`src/rtl/core/msort_pkg.sv`:
```
// Shared types for the merge sorter: request payloads and merge engine status.
// No dependencies; every other file in rtl/core imports this package.
`timescale 1ns / 1ps
`default_nettype none

package msort_pkg;

    localparam int VALUE_W = 32;

    typedef struct packed {
        logic signed [VALUE_W-1:0] value;
        logic                      last;
    } t_in_item;

    typedef struct packed {
        logic signed [VALUE_W-1:0] sorted_value;
        logic                      final_res;
        logic                      overflow;
    } t_out_item;

    // Status from the merge engine to the top-level controller.
    typedef struct packed {
        logic done;
        logic bank;
    } t_merge_stat;

endpackage

`default_nettype wire

```
`src/rtl/core/msort_ram.sv`:
```
// Simple dual-read memory bank: one write port, two read ports, registered read data.
// Depends on msort_pkg for the value width.
`timescale 1ns / 1ps
`default_nettype none

module msort_ram #(
    parameter int DEPTH = 64,
    localparam int AW = (DEPTH > 1) ? $clog2(DEPTH) : 1
) (
    input  wire logic                                 i_clk,
    input  wire logic                                 i_we,
    input  wire logic [AW-1:0]                        i_waddr,
    input  wire logic signed [msort_pkg::VALUE_W-1:0] i_wdata,
    input  wire logic [AW-1:0]                        i_raddr_a,
    input  wire logic [AW-1:0]                        i_raddr_b,
    output logic signed [msort_pkg::VALUE_W-1:0]      o_rdata_a,
    output logic signed [msort_pkg::VALUE_W-1:0]      o_rdata_b
);
    import msort_pkg::*;

    logic signed [VALUE_W-1:0] r_mem [DEPTH];

    always_ff @(posedge i_clk) begin
        if (i_we) begin
            r_mem[i_waddr] <= i_wdata;
        end
        o_rdata_a <= r_mem[i_raddr_a];
        o_rdata_b <= r_mem[i_raddr_b];
    end

endmodule

`default_nettype wire

```
`config.mk`:
```
export PLATFORM = sky130hd
export DESIGN_NAME = msort_ram
export DESIGN_NICKNAME = d
export VERILOG_FILES = /design/src/rtl/core/msort_pkg.sv /design/src/rtl/core/msort_ram.sv
export SDC_FILE = /design/constraint.sdc
export NUM_CORES = 2
export LEC_CHECK = 0
export BUFFER_PORTS_ARGS = -buffer_cell sky130_fd_sc_hd__buf_2
export CAP_MARGIN = 10
export CORE_AREA = 2 2 526 528
export CTS_CLUSTER_DIAMETER = 60
export DETAILED_ROUTE_END_ITERATION = 7
export DIE_AREA = 0 0 528 530
export GPL_TIMING_DRIVEN = 0
export PLACE_DENSITY = 0.45
export SETUP_SLACK_MARGIN = 0.4
export SYNTH_ARGS = -nofsm -noshare
export SYNTH_HDL_FRONTEND = slang
export SYNTH_SLANG_ARGS = --single-unit
```
`constraint.sdc`:
```
create_clock -name i_clk -period 10.7 [get_ports i_clk]
set_clock_uncertainty 0.2 [all_clocks]
set_input_delay 1.07 -clock i_clk [delete_from_list [all_inputs] [get_ports i_clk]]
set_output_delay 1.07 -clock i_clk [all_outputs]
set_load 0.05 [all_outputs]
```
== After elaboration in Yosys (flattened, before gate mapping) ==
Memory sizes are Yosys's and may differ from the RTL's. A register that Yosys moved wholly into a read port is not among the register bits.
Index checks and enable logic that the tools add are counted.

* Register bits after elaboration: 0
* Memory bits (writable): 2048
* Bits of input ports: 52
* Output and inout bits: 64
* Word-level logic and storage cells: 3
* Memories: 1

* Mux-type cells: 2

{| class="wikitable"
|+ Memories
! name !! words !! bits a word !! rd ports !! clocked after Yosys merged registers in !! wr ports !! line !! source
|-
| r_mem || 64 || 32 || 2 || 2 || 1 || msort_ram.sv:21 || <nowiki>logic signed [VALUE_W-1:0] r_mem [DEPTH];</nowiki>
|}

{| class="wikitable"
|+ Operators with widths
! operator !! count
|-
| $mux W1 || 2
|}

== Logic depth before layout (Yosys ltp) ==
* Depth after elaboration: 2
* Gate-level depth with buffers: 10
* Gate-level depth less buffers: 5

== Least setup slack after synthesis ==
No wires, ideal clock.

* Kind: input to register
* Start: input port i_waddr[3]
* End: memory r_mem[48][0] (enable)
* Setup time: 0.461 ns
* Data arrival time: 3.800 ns
* Required time: 10.039 ns
* Slack: 6.239 ns
* Stages: 4
* Buffers on the path: 1
* Cells stage by stage: clkbuf_1 nor2b_1 nand4b_1 nor3_1

{| class="wikitable"
|+ RTL lines
! what !! line !! source
|-
| from (decl) || msort_ram.sv:12 || <nowiki>input wire logic [AW-1:0] i_waddr,</nowiki>
|-
| to (decl) || msort_ram.sv:21 ||
|}

No word-level cell before the write port.

==> results.json <==
{
  "critPathMaxStageDelay_ns": 1.02,
  "drc_errors": 0,
  "cts_resized": 0,
  "cts.sinks": 2112,
  "start_util_pct": 34.81,
  "synth-edff-count": 2048,
  "drv_cap": 0,
  "switching_power_mw": 5.249,
  "worst_pin_slew_ns": 1.447,
  "grt_max_degree": 65,
  "gp_congestion": 0.9466,
  "ant_nets": 0,
  "grtUsageTotal_pct": 32.61,
  "root_buffer": "clkbuf_16",
  "grt_pass1_wl_um": 586200,
  "status": "finished clean",
  "clockBufferDepth": 4,
  "p_leak_nw": 35.98,
  "whs_ns": 0.2372,
  "die_x_um": 528,
  "place_hpwl_um": 322500,
  "drtPass1Iterations": 8,
  "required_ns": 11.19,
  "total_power_mw": 20.40,
  "die-area_mm2": 0.2798,
  "setup_viol": 0,
  "setup-tns-final_ns": 0,
  "start_kind": "input port",
  "grt_setup_unrepaired": "false",
  "fin_crit_sh_pct": 50.76,
  "routedWlPerCell_um": 52.27,
  "yosysSeqAreaShare_pct": 65.63,
  "p_sw_share_pct": 25.73,
  "clock_latency_ns": 0.90,
  "netlist_instances": 4412,
  "post_drt_via_cell_ratio": 6.571,
  "p_int_mw": 15.15,
  "grt_overflow": 0,
  "hold_violations": 0,
  "p_seq_share_pct": 45.1,
  "hp-class": "input port to flip-flop",
  "yosys.area_share.simple_pct": 1.133,
  "grt_antenna_before_repair": 42,
  "use_met1_pct": 41.69,
  "arrival_ns": 5.92,
  "cts_setup_buffers": 0,
  "clk_pin_slew_ns": 0.06,
  "die_h_um": 530,
  "timing.fmax_ghz": 0.1841,
  "synth_top_area_share_pct": 64.29,
  "synth_top_area_cell": "edfxtp_1",
  "muxShareOfSynthArea_pct": 29.02,
  "nets": 5041,
  "drv_slew": 0,
  "pin_count": 116,
  "top_usage_layer": "met2",
  "synthArstFlopShare_pct": 0,
  "grt.met2_usage_pct": 49.28,
  "cts_tree": "done",
  "hold_buffers": 0,
  "h-tree-depth": 5,
  "crit_fanout": 10,
  "synth-xor-area-share_pct": 0,
  "syn_nets": 4464,
  "ys_top_cells_by_area": "edfxtp_1, mux4_2, mux2i_1",
  "yosysWarnings": 0,
  "syn-cell-area_mm2": 0.09566,
  "path_class": "input port to flip-flop",
  "use_met3_pct": 10.88,
  "clkPwrFrac_pct": 44.2,
  "ys_ff_latch": 2112,
  "synth_cell_type_count": 38,
  "port_buffers": 103,
  "placement_rows": 193,
  "drive_gt1_share_pct": 41.58,
  "vias": 57876,
  "combPwrFrac_pct": 10.7,
  "synth-compound-area-share_pct": 2.392,
  "drt_iter0_drc": 10238,
  "grt_pass1_vias": 56472,
  "synth_adder_area_share_pct": 0,
  "crit_slowest_cell": "clkbuf_1",
  "period_needed_ns": 5.431,
  "coreArea_mm2": 0.2748,
  "slew_headroom_pct": 3.513,
  "syn_to_final_growth_pct": 18.89,
  "path_cells": "buf_2 -> buf_2 -> and2_1 -> clkbuf_1 -> clkbuf_1 -> a22oi_1 -> nand2_1 -> o21ai_1 -> o22ai_1",
  "end_kind": "flip-flop",
  "ir_worst_vdd_mv": 0.1060,
  "numCtsBuffers": 268,
  "powerDensity_mw_per_mm2": 179.4,
  "ys.flop_type": "edfxtp_1",
  "syn_avg_cell_area_um2": 21.68,
  "synth_top_family_by_area": "multiplexers",
  "wl_um": 460400
}
-- power groups by stage --
stage / clock network [mW] / logic (mW) / registers [mW]
2_1_floorplan: 0 / 0.877 / 9.48
3_3_place_gp: 0 / 2.05 / 9.37
3_5_place_dp: 0 / 2.12 / 9.37
4_1_cts: 9.08 / 2.12 / 9.19
5_1_grt: 9.38 / 2.19 / 9.20
6_report: 9.02 / 2.19 / 9.19
-- synthesized netlist by cell type, drive strengths merged (49+ instances only) --
master / number
a21oi: 58
a22oi: 85
buf: 212
clkbuf: 135
dfxtp: 64
edfxtp: 2048
mux2i: 204
mux4: 1124
nand2: 93
nor2: 94
o21ai: 49
o22ai: 56
-- area by class of cell --
type	count	area (um^2)
fill	24066	161100
multi-input combinational	1952	31660
timing repair buffer	307	4444
tap	3607	4513
antenna	11	27.53
inverter	1	3.754
clock buffer	341	7231
clock inverter	130	1267
sequential	2112	62780
buffer	347	1809
-- state kept, by name, indices dropped and copies added, names as in the netlist --
signal     flops
o_rdata_a     32
o_rdata_b     32
r_mem       2048
-- metrics by stage --
step | util [%] | instance area, um^2 | std cells | worst slack, ns
2_1_floorplan | - | 95660 | 4412 | 6.239
5_1_grt | 41.38 | 113700 | 8802 | 5.460
6_report | 41.39 | 113700 | 8808 | 5.269
3_5_place_dp | 38.17 | 104900 | 8307 | 4.700
3_3_place_gp | 36.64 | 100700 | 8122 | 1.446
4_1_cts | 41.26 | 113400 | 8778 | 5.595
-- critical path: cells and delay by family --
family          cells  cell delay, ns
buf+inv             4            3.06
compound gates      3            1.01
simple gates        2            0.71
-- cell families after synthesis --
| kind of cell | Yosys count |
|---|---|
| flops | 2112 |
| mux | 1364 |
| buf+inv | 348 |
| compound gates | 340 |
| simple gates | 248 |
-- cells in the final DEF, fill, tap and decap left out, types with 65 or more instances in the layout --
master     count
edfxtp_1    2048
mux4_2      1124
clkbuf_16    276
buf_2        230
mux2i_1      202
clkbuf_1     151
buf_12       105
nand2_1       93
a22oi_1       85
buf_4         65
-- routing by layer --
layer  wire (um)  share of wire, %
met1      173800                38
met2      205700                45
met3       51780                11
met4       28630               6.2
met5         475              0.10
-- final timing paths --
check | to | cells after the start | slack, ns | startpoint
min reg2reg | o_rdata_a[21]$_DFF_P_ | 3 | 0.84 | r_mem[58][21]$_DFFE_PP_
max | o_rdata_a[5]$_DFF_P_ | 9 | 5.27 | i_raddr_a[2]
max reg2reg | o_rdata_a[24]$_DFF_P_ | 5 | 7.57 | r_mem[57][24]$_DFFE_PP_
min | r_mem[21][15]$_DFFE_PP_ | 1 | 0.24 | i_wdata[15]
No activity file was read; power rests on OpenSTA's default activity.
