$ cat config.mk
export PLATFORM = sky130hd
export DESIGN_NAME = msort_merge
export DESIGN_NICKNAME = d
export VERILOG_FILES = /design/src/rtl/core/msort_pkg.sv /design/src/rtl/core/msort_merge.sv
export SDC_FILE = /design/constraint.sdc
export NUM_CORES = 1
export LEC_CHECK = 0
export ABC_AREA = 1
export BUFFER_PORTS_ARGS = -buffer_cell sky130_fd_sc_hd__buf_2
export CAP_MARGIN = 20
export CORE_ASPECT_RATIO = 1.4
export CORE_MARGIN = 10
export CORE_UTILIZATION = 30
export CTS_BUF_LIST = sky130_fd_sc_hd__clkbuf_4 sky130_fd_sc_hd__clkbuf_8
export DETAILED_ROUTE_END_ITERATION = 7
export GPL_TIMING_DRIVEN = 0
export PLACE_DENSITY = 0.47
export SLEW_MARGIN = 20
export SYNTH_ARGS = -nofsm -noshare
export SYNTH_HDL_FRONTEND = slang
export SYNTH_SLANG_ARGS = --single-unit
$ cat constraint.sdc
create_clock -name i_clk -period 7.05 [get_ports i_clk]
set_input_delay 1.41 -clock i_clk [delete_from_list [all_inputs] [get_ports i_clk]]
set_output_delay 1.41 -clock i_clk [all_outputs]
set_load 0.005 [all_outputs]
$ cat src/rtl/core/msort_pkg.sv
// Shared types for the merge sorter: request payloads and merge engine status.
// No dependencies; every other file in rtl/core imports this package.
`timescale 1ns / 1ps
`default_nettype none

package msort_pkg;

    localparam int VALUE_W = 32;

    typedef struct packed {
        logic signed [VALUE_W-1:0] value;
        logic                      last;
    } t_in_item;

    typedef struct packed {
        logic signed [VALUE_W-1:0] sorted_value;
        logic                      final_res;
        logic                      overflow;
    } t_out_item;

    // Status from the merge engine to the top-level controller.
    typedef struct packed {
        logic done;
        logic bank;
    } t_merge_stat;

endpackage

`default_nettype wire

$ cat src/rtl/core/msort_merge.sv
// Bottom-up merge engine: runs passes of doubling run width between two banks.
// Depends on msort_pkg; the memory banks and their port muxing live in the top level.
`timescale 1ns / 1ps
`default_nettype none

module msort_merge #(
    parameter int MAX_ITEMS = 64,
    localparam int AW = (MAX_ITEMS > 1) ? $clog2(MAX_ITEMS) : 1,
    localparam int CW = $clog2(MAX_ITEMS + 1)
) (
    input  wire logic                                 i_clk,
    input  wire logic                                 i_rst_n,
    input  wire logic                                 i_start,
    input  wire logic [CW-1:0]                        i_count,
    output logic [AW-1:0]                             o_rd_addr_a,
    output logic [AW-1:0]                             o_rd_addr_b,
    output logic                                      o_src_bank,
    input  wire logic signed [msort_pkg::VALUE_W-1:0] i_rd_data_a,
    input  wire logic signed [msort_pkg::VALUE_W-1:0] i_rd_data_b,
    output logic                                      o_wr_en,
    output logic [AW-1:0]                             o_wr_addr,
    output logic signed [msort_pkg::VALUE_W-1:0]      o_wr_data,
    output logic                                      o_wr_bank,
    output msort_pkg::t_merge_stat                    o_stat
);
    import msort_pkg::*;

    // Sums of start, width and doubled width need headroom beyond the count.
    localparam int SW = CW + 2;

    typedef enum logic [2:0] {
        M_IDLE,
        M_PASS,
        M_RUN,
        M_READ,
        M_CMP
    } t_mstate;

    t_mstate       r_state;
    logic [CW-1:0] r_n;
    logic [SW-1:0] r_width;
    logic [CW-1:0] r_lo;
    logic [CW-1:0] r_mid;
    logic [CW-1:0] r_hi;
    logic [CW-1:0] r_i;
    logic [CW-1:0] r_j;
    logic [CW-1:0] r_k;
    logic          r_src;
    logic          r_done;

    logic [SW-1:0] n_mid_sum;
    logic [SW-1:0] n_hi_sum;
    logic [SW-1:0] n_cnt_ext;
    logic [CW-1:0] n_mid;
    logic [CW-1:0] n_hi;
    logic [CW-1:0] n_k;
    logic          n_take_left;

    always_comb begin
        n_cnt_ext   = SW'(r_n);
        n_mid_sum   = SW'(r_lo) + r_width;
        n_hi_sum    = SW'(r_lo) + (r_width << 1);
        n_mid       = (n_mid_sum > n_cnt_ext) ? r_n : n_mid_sum[CW-1:0];
        n_hi        = (n_hi_sum > n_cnt_ext) ? r_n : n_hi_sum[CW-1:0];
        n_k         = r_k + CW'(1);
        // On equal values the right run goes first.
        n_take_left = (r_i < r_mid) && ((r_j >= r_hi) || (i_rd_data_a < i_rd_data_b));
    end

    assign o_rd_addr_a = r_i[AW-1:0];
    assign o_rd_addr_b = r_j[AW-1:0];
    assign o_src_bank  = r_src;
    assign o_wr_en     = (r_state == M_CMP);
    assign o_wr_addr   = r_k[AW-1:0];
    assign o_wr_data   = n_take_left ? i_rd_data_a : i_rd_data_b;
    assign o_wr_bank   = ~r_src;
    assign o_stat.done = r_done;
    assign o_stat.bank = r_src;

    always_ff @(posedge i_clk) begin
        if (!i_rst_n) begin
            r_state <= M_IDLE;
            r_done  <= 1'b0;
            r_src   <= 1'b0;
        end else begin
            r_done <= 1'b0;
            unique case (r_state)
                M_IDLE: begin
                    if (i_start) begin
                        r_n     <= i_count;
                        r_width <= SW'(1);
                        r_src   <= 1'b0;
                        r_state <= M_PASS;
                    end
                end
                M_PASS: begin
                    if (r_width >= n_cnt_ext) begin
                        r_done  <= 1'b1;
                        r_state <= M_IDLE;
                    end else begin
                        r_lo    <= '0;
                        r_state <= M_RUN;
                    end
                end
                M_RUN: begin
                    // A trailing run with no partner is merged against an empty
                    // right run, which copies it into the other bank.
                    if (r_lo < r_n) begin
                        r_mid   <= n_mid;
                        r_hi    <= n_hi;
                        r_i     <= r_lo;
                        r_j     <= n_mid;
                        r_k     <= r_lo;
                        r_state <= M_READ;
                    end else begin
                        r_src   <= ~r_src;
                        r_width <= r_width << 1;
                        r_state <= M_PASS;
                    end
                end
                M_READ: begin
                    r_state <= M_CMP;
                end
                M_CMP: begin
                    if (n_take_left) begin
                        r_i <= r_i + CW'(1);
                    end else begin
                        r_j <= r_j + CW'(1);
                    end
                    r_k <= n_k;
                    if (n_k == r_hi) begin
                        r_lo    <= r_hi;
                        r_state <= M_RUN;
                    end else begin
                        r_state <= M_READ;
                    end
                end
                default: begin
                    r_state <= M_IDLE;
                end
            endcase
        end
    end

endmodule

`default_nettype wire

Word level (Yosys, flattened, before mapping)
Cells that the tools add are included.
{"block": "totals", "regBits": 63, "inputBits": 74, "out_inout_bits": 55, "word_cells": 76}
{"block": "classes", "add_sub_neg": 5, "n_lt_le_gt_ge": 7, "n_eq_ne": 12, "mux": 25, "n_bitwise": 1, "n_reduce_logical": 15}
{"cell": "2-to-1 mux 7 bit", "count": 8}
{"cell": "case mux 7 bit (2 select lines)", "count": 4}
{"cell": "less-than comparator 32 bit", "count": 1}
{"cell": "2-to-1 mux 32 bit", "count": 1}
{"cell": "adder 7 x 1 -> 7 bit, second input constant", "count": 3}
{"cell": "adder 7 x 9 -> 9 bit", "count": 2}
{"cell": "greater-than comparator 9 x 7 -> 1 bit", "count": 2}
{"cell": "2-to-1 mux 9 bit", "count": 2}
{"cell": "case mux 9 bit (2 select lines)", "count": 1}
{"cell": "AND reduction 4 bit", "count": 4}
{"cell": "case mux 3 bit (5 select lines)", "count": 1}
{"cell": "less-than comparator 7 bit", "count": 2}
{"cell": "AND reduction 3 bit", "count": 4}
{"cell": "!= test 2 bit, second input constant", "count": 5}
{"cell": "greater-or-equal comparator 9 x 7 -> 1 bit", "count": 1}
{"cell": "equality test 7 bit", "count": 1}
{"cell": "greater-or-equal comparator 7 bit", "count": 1}
{"cell": "equality test 3 x 2 -> 1 bit, second input constant", "count": 2}
{"cell": "nonzero test 2 bit", "count": 3}
{"cell": "2-to-1 mux 1 bit", "count": 4}
{"cell": "2-to-1 mux 2 bit", "count": 2}
{"cell": "!= test 2 x 1 -> 1 bit, second input constant", "count": 2}
{"cell": "equality test 3 x 1 -> 1 bit, second input constant", "count": 1}
{"cell": "equality test 3 bit, second input constant", "count": 1}
{"cell": "other kinds (7)", "count": 7}

Logic depth before layout (Yosys ltp)
Gate-level depths: netlist of run 1.
{"block": "logic_depth", "depth_word": 5, "mapped_depth": 18}

Worst setup path after synthesis of run 1
No wires, ideal clock.
{"block": "synth_path", "kind": "input port to output port", "startpoint": "input port i_rd_data_b[5] (netlist name)", "endpoint": "output port o_wr_data[22] (netlist name)", "arrival_ns": 2.808, "t_required_ns": 5.640, "path_slack_ns": 2.832, "stages": 16, "path_buffers": 1, "path_cell_list": "inv_1 ha_1 a21oi_1 nor2_1 nor3_1 nand2_1 nand2_1 nand2_1 nand2_1 nand2_1 nand2_1 nand3_2 nand2_4 buf_6 nand2_1 nand2_1"}
{"block": "synth_via", "elab_chain_len": 4}
{"element": "start, declared", "line_no": "msort_merge.sv:19", "source": "input wire logic signed [msort_pkg::VALUE_W-1:0] i_rd_data_b,"}
{"element": "less-than comparator 32 bit", "line_no": "msort_merge.sv:67", "source": "n_take_left = (r_i < r_mid) && ((r_j >= r_hi) || (i_rd_data_a < i_rd_data_b));"}
{"element": "logical OR 1 bit", "line_no": "msort_merge.sv:67"}
{"element": "logical AND 1 bit", "line_no": "msort_merge.sv:67"}
{"element": "2-to-1 mux 32 bit", "line_no": "msort_merge.sv:75", "source": "assign o_wr_data = n_take_left ? i_rd_data_a : i_rd_data_b;"}
{"element": "end, declared", "line_no": "msort_merge.sv:22", "source": "output logic signed [msort_pkg::VALUE_W-1:0] o_wr_data,"}
No other way between the ends.

Worst setup path after layout of run 1
{"block": "layout_path", "startpoint": "input port i_rd_data_a[5] (netlist name)", "endpoint": "output port o_wr_data[28] (netlist name)"}
{"block": "layout_via", "elab_chain_len": 4}
{"element": "start, declared", "line_no": "msort_merge.sv:18", "source": "input wire logic signed [msort_pkg::VALUE_W-1:0] i_rd_data_a,"}
{"element": "less-than comparator 32 bit", "line_no": "msort_merge.sv:67"}
{"element": "logical OR 1 bit", "line_no": "msort_merge.sv:67"}
{"element": "logical AND 1 bit", "line_no": "msort_merge.sv:67"}
{"element": "2-to-1 mux 32 bit", "line_no": "msort_merge.sv:75"}
No other way between the ends.

==> run_results.csv, run 1 <==
group,metric,value,unit
status,status,"complete, no violations",
floorplanning,core-area,19370,um2
layout,n_fill_cell,2123,
worst_setup_path,critPathLaunch,"i_rd_data_a[5]",
timing,rsz0062_at_grt,"no",
synthesis,synth_area_leader_cell,"edfxtp_1",
placement,place_area,6914,um2
synthesis,synthCells,776,
placement,place_congestion,0.8079,
timing,maxSlewHeadroom,0.4912,
layout,post-route-cell-area,7154,um2
worst_setup_path,required,5.64,ns
pwr,powerDensity,158.2,nW/um2
layout,layout.cells.most_common,"nand2_1",
floorplanning,fp-row-count,60,
timing,finalSetupViolations,0,
global_routing,grt_usage,0.1321,
worst_setup_path,start_kind,"input port",
synthesis,synth_top_area_frac,0.2929,
floorplanning,ios,129,
clock_network,cts_sinks,63,
pwr,max-vdd-ir-drop,0.07684,mV
timing,fin_crit_sh,0.6708,
layout,syn2layout_area_growth,20.33,%
timing,layout_setup_ws,2.321,ns
timing,max_freq,211.5,MHz
floorplanning,initial_core_util,0.3070,
worst_setup_path,cp_max_fo,10,
detailed_routing,drc,0,
job,cap_violations,0,
clock_network,cts_tree,"yes",
clock_network,postCtsResizedCells,0,
global_routing,overflow,0,
worst_setup_path,rr_worst_depth,14,
clock_network,cts_root_buf,"clkbuf_8",
hold_path,hold_class,"flop to flop",
global_routing,antenna_found_initial,0,
floorplanning,die_h,186.6,um
timing,min_period,4.729,ns
clock_network,cts_hold_buf,0,
layout,layout-drive-gt1-share,0.2117,
detailed_routing,drtIter0Drc,194,
detailed_routing,drt-total-wl,17.22,mm
clock_network,cts_buffer_depth,2,
global_routing,grt_max_degree,12,
synthesis,synth-seq-cells,63,
floorplanning,die_w,139.0,um
clock_network,cts_setup_buffers,0,
worst_setup_path,cp-end-kind,"primary output",
synthesis,synth.avg_cell_area,7.662,um2
synthesis,syn_area,5946,um2
placement,io_buffer_count,128,
timing,tightestPinTransition,0.7590,ns
clock_network,path_clk_slew,0.08,ns
worst_setup_path,r2r_start,"r_lo[0]$_SDFFCE_PN0P_",
layout,multiInputGateArea,3438,um2
worst_setup_path,reg2reg_slack,3.57,ns
placement,dp_hpwl,14.84,mm
synthesis,synthTopCellsByArea,"edfxtp_1, ha_1, nand2_1",
layout,layout.nets,1079,
pwr,power.total,1.132,mW
detailed_routing,wl_per_cell,14.73,um
worst_setup_path,crit_end,"o_wr_data[28]",
pwr,leakagePower,3.766,nW
timing,slew_viol_final,0,
detailed_routing,vias_per_cell,4.594,
detailed_routing,vias,5370,
synthesis,yosys_warnings,0,
global_routing,grt_pass1_wl,28.30,mm
layout,diodes,0,
layout,finish.utilization,0.3694,
synthesis,synth_fp_nets,939,
synthesis,synthDistinctLibCells,39,
worst_setup_path,crit_type,"input port to primary output",
placement,pre_cts_ws,2.270,ns
clock_network,ctsHtreeMaxLevel,3,
timing,clock_skew,0.01434,ns
clock_network,cts_made_buffers,9,
layout,seqCellArea,1842,um2
floorplanning,fp.dieArea,25930,um2
worst_setup_path,critical_path_arrival,3.32,ns
synthesis,seq_area_frac_synth,0.3098,
global_routing,grt_pass1_vias,5536,
clock_network,clkLatencyLatePin,0.35,ns
worst_setup_path,r2r-end,"r_j[5]$_DFFE_PP_",
timing,setup_tns,0,ns
detailed_routing,first_pass_iters,4,
layout,final_cell_mix,"nand2_1, buf_2, inv_1",
detailed_routing,ant_nets,0,
timing,hold_viol_final,0,
cells in the mapped netlist:
library cell / number
xor2_1: 18
inv_1: 115
and2_1: 7
nor2_1: 49
a31o_2: 1
nand4_1: 13
a21oi_2: 1
buf_6: 3
o221ai_1: 1
o21bai_2: 1
nor4_1: 1
fa_1: 2
dfxtp_1: 5
buf_2: 6
nand3_1: 79
a211oi_1: 3
nand3_2: 3
a21boi_1: 1
a21oi_1: 44
xnor2_1: 5
nand2_1: 198
a21o_1: 1
nor3_1: 7
o21ai_1: 3
nand2_2: 4
o31ai_1: 2
a31oi_1: 2
edfxtp_1: 58
nand2_4: 4
o21bai_1: 1
o21ai_0: 20
ha_1: 87
buf_4: 22
nor2_4: 1
clkinv_1: 1
nor3_2: 1
a2111oi_4: 1
o211ai_1: 2
clkbuf_1: 3
flip-flops by register name, indices dropped and copies added, names as in the netlist, 7 cells and up:
signal,count
r_hi,7
r_i,7
r_j,7
r_k,7
r_lo,7
r_mid,7
r_n,7
r_width,9
kinds of logic after synthesis:
group | count (synthesis) | synth area share
adder cells (fa/ha/maj) | 89 | 0.1898
buffers and inverters | 150 | 0.1136
flip-flops | 63 | 0.3098
AND/OR/NAND/NOR | 367 | 0.2708
AO/OA/AOI/OAI | 84 | 0.08207
XOR/XNOR | 23 | 0.03388
per-stage QoR:
stage | hold WS [ns] | instances
floorplan | 0.4449 | 776
global placement | 0.4753 | 1152
detailed placement | 0.4728 | 1153
CTS | 0.4836 | 1169
global route | 0.5122 | 1169
finish | 0.4837 | 1169
final cells by class:
type / instances / area share
Clock buffer: 10 / 0.01836
Timing Repair Buffer: 129 / 0.09059
Tap cell: 248 / 0.04337
Sequential cell: 63 / 0.2574
Buffer: 34 / 0.03358
Multi-Input combinational cell: 563 / 0.4806
Clock inverter: 6 / 0.01522
Inverter: 116 / 0.06086
metal layers:
metal | routed length, um | vias to the layer above | global-route usage
met4 | 245 | 0 | 0.03701
met5 | 0 | - | 0
met3 | 720 | 10 | 0.02614
li1 | - | 2841 | -
met2 | 9078 | 110 | 0.2490
met1 | 7180 | 2409 | 0.1446
worst min-delay path by stage:
stage | from | depth (start not counted) | slack (ns) | end
after floorplan | r_state[2]$_SDFFE_PN0P_ | 1 | 0.44 | r_state[2]$_SDFFE_PN0P_
after global placement | r_state[1]$_SDFFE_PN0P_ | 2 | 0.48 | r_state[2]$_SDFFE_PN0P_
after detailed placement | r_state[1]$_SDFFE_PN0P_ | 2 | 0.47 | r_state[2]$_SDFFE_PN0P_
after CTS | r_state[1]$_SDFFE_PN0P_ | 2 | 0.48 | r_state[2]$_SDFFE_PN0P_
after global routing | r_state[1]$_SDFFE_PN0P_ | 2 | 0.51 | r_state[2]$_SDFFE_PN0P_
final | r_state[1]$_SDFFE_PN0P_ | 2 | 0.48 | r_state[2]$_SDFFE_PN0P_
power breakdown:
group | total, mW | switching, mW | leakage (nW) | internal (mW)
Combinational | 0.304 | 0.181 | 3.08 | 0.123
Sequential | 0.434 | 0.0105 | 0.565 | 0.423
Clock | 0.394 | 0.156 | 0.124 | 0.238
critical path, stage by stage:
cell,delay [ns]
buf_2,0.11
ha_1,0.30
a21oi_1,0.15
nor2_1,0.05
nor3_1,0.12
nand2_1,0.08
nand2_1,0.05
nand2_1,0.08
nand2_1,0.09
nand2_1,0.05
nand2_1,0.07
nand3_2,0.17
nand2_4,0.20
buf_6,0.17
nand2_1,0.06
nand2_1,0.06
buf_2,0.11
No activity file was read; power rests on OpenSTA's default activity.
==> run 2: changes to the inputs <==
PLACE_DENSITY = 0.49   (was 0.47)
clock period = 4.3 ns   (was 7.05 ns; I/O delays follow)
==> run 2 against run 1 <==
Effect of this change: clock skew down 0.0030 ns; register-to-register slack worse by 2.7 ns; design area up 0.21%; non-clock buffer count unchanged; via count down 1.9%; die area unchanged; cell count unchanged; worst setup slack worse by 1.7 ns; critical endpoint is now o_wr_data[30].
==> run_results.csv, run 2 (synthesis results as in run 1) <==
group,metric,value,unit
layout,largest_reg_flops,9,
floorplanning,initial_core_util,0.3070,
floorplanning,die_w,139.0,um
layout,final_cell_mix,"nand2_1, buf_2, inv_1",
floorplanning,core-area,19370,um2
detailed_routing,drt-total-wl,17.22,mm
pwr,power.total,1.889,mW
floorplanning,fp-row-count,60,
pwr,leakagePower,3.772,nW
placement,io_buffer_count,128,
timing,clock_skew,0.01130,ns
worst_setup_path,cp_max_fo,10,
clock_network,postCtsResizedCells,0,
worst_setup_path,critical_path_arrival,2.86,ns
clock_network,cts_buffer_depth,2,
timing,finalSetupViolations,0,
detailed_routing,first_pass_iters,4,
layout,largest_register,"r_width",
detailed_routing,vias,5268,
worst_setup_path,start_kind,"input port",
worst_setup_path,required,3.44,ns
detailed_routing,wl_per_cell,14.73,um
layout,syn2layout_area_growth,20.58,%
global_routing,overflow,0,
clock_network,cts_hold_buf,0,
clock_network,path_clk_slew,0.08,ns
placement,place_congestion,0.8138,
timing,layout_setup_ws,0.5773,ns
placement,pre_cts_ws,0.5423,ns
detailed_routing,drtIter0Drc,142,
global_routing,antenna_found_initial,0,
job,cap_violations,0,
timing,rsz0062_at_grt,"no",
layout,layout.nets,1079,
clock_network,cts_setup_buffers,0,
timing,hold_ws,0.4895,ns
clock_network,cts_sinks,63,
clock_network,clkLatencyLatePin,0.36,ns
global_routing,grt_usage,0.1309,
layout,diodes,0,
timing,min_period,3.723,ns
floorplanning,die_h,186.6,um
clock_network,cts_made_buffers,9,
layout,finish.utilization,0.3702,
placement,dp_hpwl,14.62,mm
detailed_routing,drc,0,
timing,max_freq,268.6,MHz
timing,setup_tns,0,ns
timing,tightestPinTransition,0.7731,ns
timing,slew_viol_final,0,
timing,hold_viol_final,0,
clock_network,cts_root_buf,"clkbuf_8",
floorplanning,ios,129,
floorplanning,fp.dieArea,25930,um2
clock_network,ctsHtreeMaxLevel,3,
layout,n_fill_cell,2114,
worst_setup_path,cp-end-kind,"primary output",
detailed_routing,vias_per_cell,4.506,
worst_setup_path,crit_type,"input port to primary output",
detailed_routing,ant_nets,0,
status,status,"complete, no violations",
layout,layout.cells.most_common,"nand2_1",
pwr,max-vdd-ir-drop,0.1364,mV
clock_network,cts_tree,"yes",
timing,fin_crit_sh,0.8658,
layout,layout-drive-gt1-share,0.2117,
worst_setup_path,r2r_start,"r_lo[0]$_SDFFCE_PN0P_",
global_routing,grt_pass1_vias,5476,
timing,maxSlewHeadroom,0.4827,
worst_setup_path,critPathLaunch,"i_rd_data_a[5]",
hold_path,hold_class,"flop to flop",
global_routing,grt_max_degree,12,
pwr,powerDensity,263.5,nW/um2
hold_path,min_from,"r_state[1]$_SDFFE_PN0P_",
global_routing,grt_pass1_wl,28.20,mm
[run 2: changes by cell type in the layout (fill, tap and decap cells not counted)]
cell      before  now
clkbuf_8       9   11
clkinv_2       2    1
clkbuf_4       1    0
[run 2: power by group]
group	internal (mW)	switching, mW	leakage [nW]	total [mW]
Clock	0.417	0.260	0.130	0.677
Sequential	0.694	0.0173	0.565	0.712
Combinational	0.203	0.298	3.08	0.501
Total	1.31	0.575	3.77	1.89
[run 2: cell type report]
type | instances | area, um2 | share of cell area
Clock buffer | 11 | 151.4 | 0.02112
Inverter | 116 | 435.4 | 0.06073
Buffer | 34 | 240.2 | 0.03351
Timing Repair Buffer | 129 | 648.1 | 0.09040
Sequential cell | 63 | 1842 | 0.2569
Clock inverter | 5 | 103.9 | 0.01449
Multi-Input combinational cell | 563 | 3438 | 0.4796
Tap cell | 248 | 310.3 | 0.04328
[run 2: worst max-delay path, stage by stage]
cell and delay [ns]:
buf_2 0.11, ha_1 0.30, a21oi_1 0.17, nor2_1 0.05, nor3_1 0.15, nand2_1 0.08, nand2_1 0.06, nand2_1 0.08
nand2_1 0.09, nand2_1 0.05, nand2_1 0.07, nand3_2 0.19, nand2_4 0.20, buf_6 0.16, nand2_1 0.06, nand2_1 0.06
buf_2 0.11
[run 2: worst paths after layout]
kind	to	slack, ns	cells past startpoint
worst min-delay path	r_state[2]$_SDFFE_PN0P_	0.49	2
worst max register to register	r_j[5]$_DFFE_PP_	0.83	14
worst min register to register	r_state[2]$_SDFFE_PN0P_	0.49	2
worst max-delay path	o_wr_data[30]	0.58	17
[run 2: through the flow]
step | cell area (um2) | cells
after floorplan | 5946 | 776
after global placement | 6897 | 1152
after detailed placement | 6914 | 1153
after CTS | 7169 | 1169
after global routing | 7169 | 1169
final | 7169 | 1169
[run 2: metal layers]
layer	track usage	wire length, um	vias to the layer above
met3	0.02234	743	17
met2	0.2490	9059	109
met4	0.03982	265	0
met1	0.1422	7154	2304
li1	-	-	2838
met5	0	0	-
